<file path="src/rtl/pnfe_ram.sv">
module pnfe_ram #(
    parameter int WIDTH = 8,
    parameter int DEPTH = 2,
    localparam int AW   = (DEPTH > 1) ? $clog2(DEPTH) : 1
) (
    input  logic             i_clk,
    input  logic             i_we,
    input  logic [AW-1:0]    i_waddr,
    input  logic [WIDTH-1:0] i_wdata,
    input  logic [AW-1:0]    i_raddr,
    output logic [WIDTH-1:0] o_rdata
);

    logic [WIDTH-1:0] r_mem [DEPTH];
    logic [WIDTH-1:0] r_rdata;

    always_ff @(posedge i_clk) begin
        if (i_we) begin
            r_mem[i_waddr] <= i_wdata;
        end
    end

    // registered read, data valid in the cycle after the address
    always_ff @(posedge i_clk) begin
        r_rdata <= r_mem[i_raddr];
    end

    assign o_rdata = r_rdata;

endmodule

</file>
<file path="config.mk">
export PLATFORM = sky130hd
export DESIGN_NAME = pnfe_ram
export DESIGN_NICKNAME = d
export VERILOG_FILES = /design/src/rtl/pnfe_ram.sv
export SDC_FILE = /design/constraint.sdc
export NUM_CORES = 1
export LEC_CHECK = 0
export ABC_AREA = 1
export ABC_CLOCK_PERIOD_IN_PS = 1300
export BUFFER_PORTS_ARGS = -buffer_cell sky130_fd_sc_hd__buf_2
export CELL_PAD_IN_SITES_DETAIL_PLACEMENT = 1
export CELL_PAD_IN_SITES_GLOBAL_PLACEMENT = 1
export CORE_ASPECT_RATIO = 1.25
export CORE_MARGIN = 5
export CORE_UTILIZATION = 42
export CTS_BUF_LIST = sky130_fd_sc_hd__clkbuf_4 sky130_fd_sc_hd__clkbuf_8
export DETAILED_ROUTE_END_ITERATION = 16
export MAX_ROUTING_LAYER = met4
export PLACE_DENSITY = 0.84
export SYNTH_ARGS = -nofsm -noshare
export SYNTH_HDL_FRONTEND = slang
export SYNTH_SLANG_ARGS = --single-unit
</file>
<file path="constraint.sdc">
create_clock -name i_clk -period 1.3 [get_ports i_clk]
set_clock_uncertainty 0.15 [all_clocks]
set_input_delay 0.13 -clock i_clk [delete_from_list [all_inputs] [get_ports i_clk]]
set_output_delay 0.13 -clock i_clk [all_outputs]
set_load 0.02 [all_outputs]
</file>
==> results of run 1 <==
-- routing by layer --
layer / track usage / wire (um) / up-vias
met4: 0.0923 / 43 / 0
met2: 0.197 / 703 / 15
met1: 0.129 / 533 / 210
met5: - / 0 / -
li1: - / - / 239
met3: 0.0379 / 81 / 5
-- cells in the final DEF (no fill, tap or decap) --
cell and count:
nor2_1 1, dfxtp_1 8, dlygate4sd3_1 9, edfxtp_1 16, nand2_1 25, inv_2 1, buf_2 19, clkbuf_4 3
inv_1 2, buf_4 1, clkinv_1 1
-- path summary, 6_finish.rpt --
path / start / end / slack, ps
min reg2reg: r_mem[0][7] / o_rdata[7] / 300
max reg2reg: r_mem[1][6] / o_rdata[6] / 520
min: i_waddr / r_mem[0][2] / 120
max: o_rdata[0] / o_rdata[0] / 220
-- power groups by stage --
stage,combinational (uW),clock [uW],sequential [uW]
global placement,109,0,901
global route,151,374,891
CTS,137,330,887
floorplan,35.3,0,931
detailed placement,116,0,904
finish,135,331,886
-- cell type report --
type | count | area [um^2] | area share
flip-flops and latches | 24 | 641 | 0.646
repair buffers | 29 | 193 | 0.194
multi-input cells | 26 | 97.6 | 0.0984
well taps | 19 | 23.8 | 0.0240
clock buffers | 3 | 22.5 | 0.0227
inverters | 3 | 11.3 | 0.0113
clock inverters | 1 | 3.75 | 0.00378
-- logic make-up after synthesis --
logic type | after synthesis | synth area share
AND/OR/NAND/NOR | 26 | 0.128
buffers and inverters | 4 | 0.0296
flip-flops | 24 | 0.842
-- sequential cells by signal, summed over array words and instances (netlist names) --
name / cells
o_rdata: 8
r_mem: 16
-- per-stage QoR --
step / setup slack, ps / cell area [um^2] / util / instances / hold WS, ps
floorplan: 260 / 761 / - / 54 / 78.9
global placement: 346 / 876 / 0.502 / 92 / 172
detailed placement: 299 / 876 / 0.502 / 92 / 175
CTS: 214 / 992 / 0.569 / 105 / 125
global route: 156 / 992 / 0.569 / 105 / 133
finish: 223 / 992 / 0.569 / 105 / 124
-- repair_timing --
action                    CTS  global route
hold endpoints to repair   23             0
hold buffers                9             0
resized for setup           0             0
==> flow_summary.json, run 1 <==
{
  "run_status": "completed",
  "viasPerCell": 4.47,
  "cts-htree-levels": 1,
  "worstPathArrival_ps": 800,
  "yosysSeqAreaShare": 0.842,
  "grt_pass1_vias": 467,
  "grt_first_pass_wirelength_mm": 2.21,
  "critPathMaxStageDelay_ps": 330,
  "worstHoldPathType": "in2reg",
  "areaGrowthSynthToFinish_pct": 30.4,
  "clock_latency_ps": 310,
  "path_clk_slew_ps": 120,
  "grt_max_degree": 14,
  "ant_nets": 0,
  "core_area_um2": 1740,
  "first_pass_iters": 2,
  "grt_setup_unrepaired": "no",
  "diodes": 0,
  "numCtsBuffers": 3,
  "switchingPower_uw": 310,
  "path_delay_family": "flip-flops",
  "worst_pin_slew_ps": 298,
  "track_usage": 0.127,
  "cts_buffer_depth": 2,
  "internal-power_uw": 1040,
  "maxSlewViolCount": 0,
  "die_w_um": 48.1,
  "maxSlewHeadroom": 0.801,
  "drc_errors": 0,
  "dp.final_hpwl_um": 958,
  "crit_path_end_kind": "output pin",
  "synth_top_area_frac": 0.632,
  "fin_crit_ps": 1080,
  "r2r.worst_path.cells": 2,
  "synth_nets": 66,
  "crit_required_ps": 1020,
  "maxCapViolations": 0,
  "power.share.combinational": 0.100,
  "antenna_found_initial": 0,
  "sequentialPowerShare": 0.655,
  "clock_sinks": 24,
  "synth_flop_cell": "edfxtp_1",
  "synth-edff-count": 16,
  "fin_setup_tns_ps": 0,
  "io_buffers": 19,
  "wl_mm": 1.36,
  "gp_congestion": 0.701,
  "clkPwrFrac": 0.245,
  "ys_top_cells_by_count": "25 x nand2_1, 16 x edfxtp_1, 8 x dfxtp_1",
  "die-height_um": 57.6,
  "crit_fanout": 1,
  "cts_setup_buffers": 0,
  "post_drt_wl_per_cell_um": 13.0,
  "swShare": 0.229,
  "p_total_uw": 1350,
  "layout.nets": 99,
  "path_depth": 1,
  "hold_depth": 3,
  "vias": 469,
  "num_rows": 17,
  "ios": 20,
  "yosysUniqueCellTypes": 7,
  "layout-drive-gt1-share": 0.279,
  "syn_area_per_cell_um2": 14.1,
  "cts-root-buf": "clkbuf_4",
  "synthCells": 54,
  "drtIter0Drc": 4,
  "synth_area_leader_cell": "edfxtp_1",
  "slowest_stage": "dfxtp_1",
  "start_util": 0.436,
  "post-route-period-util": 0.828,
  "async_flop_share": 0,
  "yosysWarnings": 0,
  "p_leak_uw": 0.000444,
  "path_buf_inv": 1,
  "fillers": 182,
  "crit_path_cell_trace": "buf_2",
  "synth_most_common_cell": "nand2_1",
  "max_freq_ghz": 0.929,
  "grt_overflow_total": 0,
  "syn_area_um2": 761,
  "start_kind": "register",
  "irDropWorstVdd_mv": 0.929,
  "setup_violations": 0,
  "dieArea_um2": 2770,
  "ys_top_cells_by_area": "edfxtp_1 63%, dfxtp_1 21%, nand2_1 12%",
  "final_hold_viol_count": 0,
  "worstSetupPathType": "reg2out",
  "cts_tree": "built",
  "synth_seq_cells": 24,
  "cellPowerDensity_nw_per_um2": 1360
}
No activity file was read; power rests on OpenSTA's default activity.
==> run 2, diff against run 1 <==
--- a/config.mk
+++ b/config.mk
@@ -6,17 +6,17 @@
 export NUM_CORES = 1
 export LEC_CHECK = 0
 export ABC_AREA = 1
-export ABC_CLOCK_PERIOD_IN_PS = 1300
+export ABC_CLOCK_PERIOD_IN_PS = 900
 export BUFFER_PORTS_ARGS = -buffer_cell sky130_fd_sc_hd__buf_2
 export CELL_PAD_IN_SITES_DETAIL_PLACEMENT = 1
 export CELL_PAD_IN_SITES_GLOBAL_PLACEMENT = 1
 export CORE_ASPECT_RATIO = 1.25
 export CORE_MARGIN = 5
-export CORE_UTILIZATION = 42
+export CORE_UTILIZATION = 38
 export CTS_BUF_LIST = sky130_fd_sc_hd__clkbuf_4 sky130_fd_sc_hd__clkbuf_8
 export DETAILED_ROUTE_END_ITERATION = 16
 export MAX_ROUTING_LAYER = met4
-export PLACE_DENSITY = 0.84
+export PLACE_DENSITY = 0.81
 export SYNTH_ARGS = -nofsm -noshare
 export SYNTH_HDL_FRONTEND = slang
 export SYNTH_SLANG_ARGS = --single-unit
==> constraint.sdc (replaced) <==
create_clock -name i_clk -period 0.9 [get_ports i_clk]
set_clock_uncertainty 0.15 [all_clocks]
set_input_delay 0.09 -clock i_clk [delete_from_list [all_inputs] [get_ports i_clk]]
set_output_delay 0.09 -clock i_clk [all_outputs]
set_load 0.02 [all_outputs]
==> flow_summary.json, run 2 (synthesis gave the netlist of run 1 again) <==
{
  "fillers": 194,
  "dp_cells": 94,
  "vias": 472,
  "worst_slack_ps": -93.6,
  "viasPerCell": 4.45,
  "antenna_found_initial": 0,
  "multi_input_comb_area_um2": 100,
  "worstSetupPathType": "reg2out",
  "postLayoutCoreUtil": 0.549,
  "layout-drive-gt1-share": 0.407,
  "track_usage": 0.102,
  "wl_mm": 1.30,
  "grt_max_degree": 14,
  "drc_errors": 0,
  "crit_start": "o_rdata[6]",
  "maxSlewHeadroom": 0.787,
  "setup_violations": 8,
  "drtIter0Drc": 10,
  "ios": 20,
  "crit_required_ps": 660,
  "grt_overflow_total": 0,
  "post_drt_wl_per_cell_um": 12.3,
  "gp_congestion": 0.711,
  "path_buf_inv": 1,
  "final_common_cell": "nand2_1",
  "dieArea_um2": 3000,
  "grt_first_pass_wirelength_mm": 2.17,
  "path_clk_slew_ps": 120,
  "r2r-start": "r_mem[1][5]",
  "crit_path_cell_trace": "buf_6",
  "final_hold_viol_count": 8,
  "clock_sinks": 24,
  "crit_fanout": 1,
  "ant_nets": 0,
  "io_buffers": 19,
  "core_area_um2": 1940,
  "worst_pin_slew_ps": 319,
  "worstPathArrival_ps": 750,
  "num_rows": 18,
  "crit_path_end_kind": "output pin",
  "grt_setup_unrepaired": "yes",
  "post-route-period-util": 1.10,
  "die_w_um": 50.0,
  "layout.nets": 99,
  "final_cell_mix": "25 x nand2_1, 16 x edfxtp_1, 11 x buf_2",
  "maxSlewViolCount": 0,
  "start_util": 0.393,
  "cts-htree-levels": 1,
  "clock_latency_ps": 300,
  "cts_tree": "built",
  "cts-root-buf": "clkbuf_4",
  "fin_setup_tns_ps": -722,
  "largest_register_ffs": 16,
  "min-delay-start": "i_raddr",
  "stdcell_count": 106,
  "maxCapViolations": 0,
  "critPathMaxStageDelay_ps": 340,
  "cts_buffer_depth": 2,
  "run_status": "finished, violations left",
  "first_pass_iters": 2,
  "diodes": 0,
  "irDropWorstVdd_mv": 1.05,
  "grt_pass1_vias": 501,
  "largest_register": "r_mem",
  "start_kind": "register",
  "slowest_stage": "dfxtp_2",
  "cellPowerDensity_nw_per_um2": 1930,
  "hold_ws_ps": -65.2,
  "numCtsBuffers": 3,
  "seq_area_um2": 651,
  "areaGrowthSynthToFinish_pct": 39.8,
  "ctsHoldBuffers": 8,
  "fin_crit_ps": 994,
  "path_delay_family": "flip-flops",
  "p_leak_uw": 0.000467,
  "violations": "hold timing, setup timing",
  "die-height_um": 60.0,
  "max_freq_ghz": 1.01,
  "worstHoldPathType": "in2reg"
}
==> run 2: cell types whose count changed in the layout (fill, tap and decap cells not counted), sizes merged <==
cell and delta:
clkinv -1, clkbuf +1, dlygate4sd3 -1, buf +1
==> run 2: final cells by class <==
class	instances	share of cell area
tap	20	0.0235
inverter	3	0.0106
timing repair buffer	29	0.226
clock buffer	4	0.0341
multi-input combinational	26	0.0941
sequential	24	0.612
==> run 2: final timing paths <==
kind	endpoint	slack (ps)	cells after the start
hold / removal	o_rdata[6]	-70	3
setup reg to reg	o_rdata[5]	100	2
setup / recovery	o_rdata[6]	-90	1
hold reg to reg	o_rdata[1]	300	2
==> run 2: layer usage <==
layer  GRT usage  routed length (um)  vias up
li1            -                   -      239
met5           -                   0        -
met2       0.172                 673       18
met1      0.0990                 498      211
met4      0.0824                  48        0
met3      0.0200                  82        4
==> run 2: tightest hold or removal path: stages <==
cell	delay, ps
buf_2	160
nand2_1	70
nand2_1	40
==> run 2: metrics by stage <==
step / total power, uW / worst slack, ps / instance area (um^2)
after floorplan: 1400 / 52.7 / 763
after detailed placement: 1480 / -85.9 / 887
final: 2060 / -93.6 / 1060
after CTS: 2090 / -108 / 1060
after global routing: 2150 / -135 / 1060
after global placement: 1460 / -16.9 / 887
==> run 2: what timing repair did <==
item,CTS,global route
gates resized for setup,24,0
gates cloned,0,0
setup buffers,0,0
endpoints found under the setup margin,8,8
hold endpoints to repair,24,8
==> run 2: report_power, final <==
part           switching, uW  internal, uW
clock                    286           246
sequential              27.1          1270
combinational            111           119
